--- config.mk ---
export PLATFORM = sky130hd
export DESIGN_NAME = blps_ram
export DESIGN_NICKNAME = d
export VERILOG_FILES = /design/src/rtl/blps_ram.sv
export SDC_FILE = /design/constraint.sdc
export NUM_CORES = 1
export LEC_CHECK = 0
export BUFFER_PORTS_ARGS = -buffer_cell sky130_fd_sc_hd__buf_2
export CELL_PAD_IN_SITES_DETAIL_PLACEMENT = 1
export CELL_PAD_IN_SITES_GLOBAL_PLACEMENT = 2
export CORE_MARGIN = 10
export CORE_UTILIZATION = 35
export CTS_CLUSTER_DIAMETER = 60
export DETAILED_ROUTE_END_ITERATION = 10
export PLACE_DENSITY = 0.69
export SYNTH_ARGS = -nofsm -noshare
export SYNTH_HDL_FRONTEND = slang
export SYNTH_SLANG_ARGS = --single-unit
--- constraint.sdc ---
create_clock -name clk -period 2.5 [get_ports clk]
set_input_delay 0.125 -clock clk [delete_from_list [all_inputs] [get_ports clk]]
set_output_delay 0.125 -clock clk [all_outputs]
set_load 0.005 [all_outputs]
--- src/rtl/blps_ram.sv ---
// Generic single write, single read RAM with registered read data.
// No dependencies.
`timescale 1ns / 1ps

module blps_ram #(
  parameter int WIDTH = 8,
  parameter int DEPTH = 16
) (
  input  logic                     clk,
  input  logic                     we,
  input  logic [$clog2(DEPTH)-1:0] waddr,
  input  logic [WIDTH-1:0]         wdata,
  input  logic [$clog2(DEPTH)-1:0] raddr,
  output logic [WIDTH-1:0]         rdata
);

  logic [WIDTH-1:0] mem [DEPTH];

  always_ff @(posedge clk) begin
    if (we) begin
      mem[waddr] <= wdata;
    end
    rdata <= mem[raddr];
  end

endmodule

==> results.md <==
- Layout Utilization: 0.4322
- Cell leakage power: 2.131 nW
- Chip Height: 141.3 um
- CP required: 2780 ps
- Syn Inst Count: roughly 230
- CP startpoint kind: flip-flop
- Setup TNS: 0 ps
- Post-synth EDFFs: 128
- Slowest stage delay, CP: 500 ps
- Layout cell share with drive strength beyond 1: 0.3197
- WHS Path Cells: 1
- Number of cells on the worst reg-to-reg path: 3
- Die area: roughly 20000 um^2
- Starting DRT DRC Count: 233
- Mapped Nets: 247
- Peak Freq: 0.7154 GHz
- Via count: 2372
- Clk pin slew, worst setup/hold paths: 60 ps
- Largest area contributor in the netlist: edfxtp_1
- Root Driver: clkbuf_16
- Synthesis-to-layout area growth: 21.56%
- Ant diodes: 0
- Hold-fix buffers, CTS: 0
- Worst Path Buf+Inv: 0
- Slew HR: 0.4909
- CTS tree: built
- Final Routed Wirelength: 11010 um
- Largest delay share family, worst path: multiplexers
- Max Slew Vio Count: 0
- GRT Total Usage: 0.1165
- Post-synthesis sequential area ratio: 0.7778
- IO Port Bufs: 25
- Post-DP HPWL: 6967 um
- Routed vias/inst: around 5
- Async set or reset register ratio after synthesis: 0
- Final ANT Viol Nets: 0
- Maximum fanout along the worst path: 1
- First-pass DRT Iterations: 4
- Worst EP arrival: 1680 ps
- FP Rows: 44
- RR Startpoint: mem[10][3]
- Hold Path End: mem[0][7]
- Power Total: ~5.7 mW
- Post-synth top area share: 0.7467
- Final hold violation count: 0
- IO Pins: 26
- Htree depth: 4
- Layout fillers: 1367
- Clk buf depth: 2
- Wire length per cell: 23.03 um
- Worst vdd ir: 0.5041 mV
- Initial antenna violation count: 0
- Post-synthesis cell area: just over 5000 um^2
- Fin crit share: 0.5591
- GPL Wtd Cong: 0.7145
- Post-CTS setup repair buffer count: 0
- GRT overflow: 0
- Dominant synthesized flop cell: edfxtp_1
- Met2 wire length: 5555 um
- Number of buffers created by CTS: 17
- Worst setup EP type: flip-flop
- Worst-Margin Slew: 762.1 ps
- # setup viols final: 0
- RR Endpoint: rdata[3]
- Synth unique cells: 19
- RSZ-0062 raised after global routing: no
- Yosys reg bits: 136
- Avg Cell Area, Syn: 22.48 um^2
- Clock Latency Late Sink: ~420 ps
- Hold Crit Class: in2reg
- Core box area: ~14000 um^2
- Area of placed instances: between 5000 and 6000 um^2
- Hold_sp: wdata[7]
- Starting Density: 0.3555
- Clk_skew: 11.00 ps
- Power Density: 904.4 nW/um^2
- Yosys warns: 0
- CTS Sinks: about 140
- Max layer used: met4
- Layout net count: 299
- Final instance area: 6257 um^2
- Horiz. Die Dim: about 140 um
- Worst Setup Path Type: reg2reg
- Critical Path, Cell by Cell: mux4_1, a22oi_1, nand2_1
- Status: finished, final reports clean
- Drt drc: 0
- WL met1: 4808 um
- Vias in the first global route: between 2000 and 3000
- Post-CTS sizing: 0
- First-pass GRT wire length: 16530 um
- Largest net degree at the start of global routing: 33
- Top cells by area, synth: edfxtp_1 75%, mux4_2 7.9%, mux4_1 7.1%, dfxtp_1 3.1%, a22oi_1 2.3%
- Max Cap Viol: 0
- Slowest stage cell, crit path: mux4_1
- Fin crit period: ~1400 ps
- Register-to-register setup slack: 1100 ps
- DR WL met3: roughly 500 um
## metrics by stage
| stage | worst slack [ps] | cells | hold WS (ps) |
|---|---|---|---|
| after floorplan | 882.1 | 229 | 223.9 |
| after global placement | 882.0 | 446 | 509.3 |
| after detailed placement | 846.1 | 446 | 507.1 |
| after CTS | 1093 | 478 | 89.35 |
| after global routing | 1081 | 478 | 91.56 |
| final | 1102 | 478 | 95.33 |
## routing by layer
layer  up-vias  global-route usage
met5         -                   0
met3         8             0.03738
met2        62              0.1880
met4         0             0.04728
li1       1076                   -
met1      1226              0.1413
## synth_stat cells, types with 2 or more instances
cell,count
dfxtp_1,8
nor3_1,4
nor2_1,13
mux4_2,18
buf_2,3
edfxtp_1,128
clkdlybuf4s25_2,3
nand3b_1,2
a22oi_1,16
mux4_1,14
nand2b_1,2
buf_6,3
nand2_1,9
## layout by cell type (no fill, tap or decap), drive strengths merged
master,n
nor2,13
buf,43
a22oi,16
dfxtp,8
clkinv,6
and2b,1
or3b,1
nor3,4
bufinv,7
edfxtp,128
clkinvlp,2
nor2b,1
nand2,9
mux4,32
and2,1
nand3b,2
nand2b,2
clkbuf,17
nand3,1
## cell families after synthesis
logic type | count (synthesis) | synth area share
and+or+nand+nor | 35 | 0.03184
muxes | 32 | 0.1502
buffers and inverters | 10 | 0.01677
DFF | 136 | 0.7778
AOI/OAI and AO/OA | 16 | 0.02334
## power by group
part,switching (mW),internal [mW]
registers,0.0177,2.55
clock network,0.899,1.96
logic,0.135,0.101
## worst max-delay path by stage
stage | from | end | cells after the start
6_report | mem[10][3] | rdata[3] | 3
4_1_cts | mem[10][3] | rdata[3] | 3
3_3_place_gp | raddr[0] | rdata[2] | 5
5_1_grt | mem[11][6] | rdata[6] | 3
2_1_floorplan | waddr[2] | mem[0][0] | 2
3_5_place_dp | raddr[0] | rdata[3] | 5
## state kept, by name, summed over array words and instances (netlist names)
name and count:
mem 128, rdata 8
## layout make-up
class | count | area (um^2) | area share
Multi-Input combinational cell | 83 | 1057 | 0.1690
Tap cell | 184 | 230.2 | 0.03679
Sequential cell | 136 | 4004 | 0.6399
Clock inverter | 15 | 255.2 | 0.04079
Timing Repair Buffer | 43 | 285.3 | 0.04559
Clock buffer | 17 | 425.4 | 0.06799
Power figures use the tool's default switching activity.
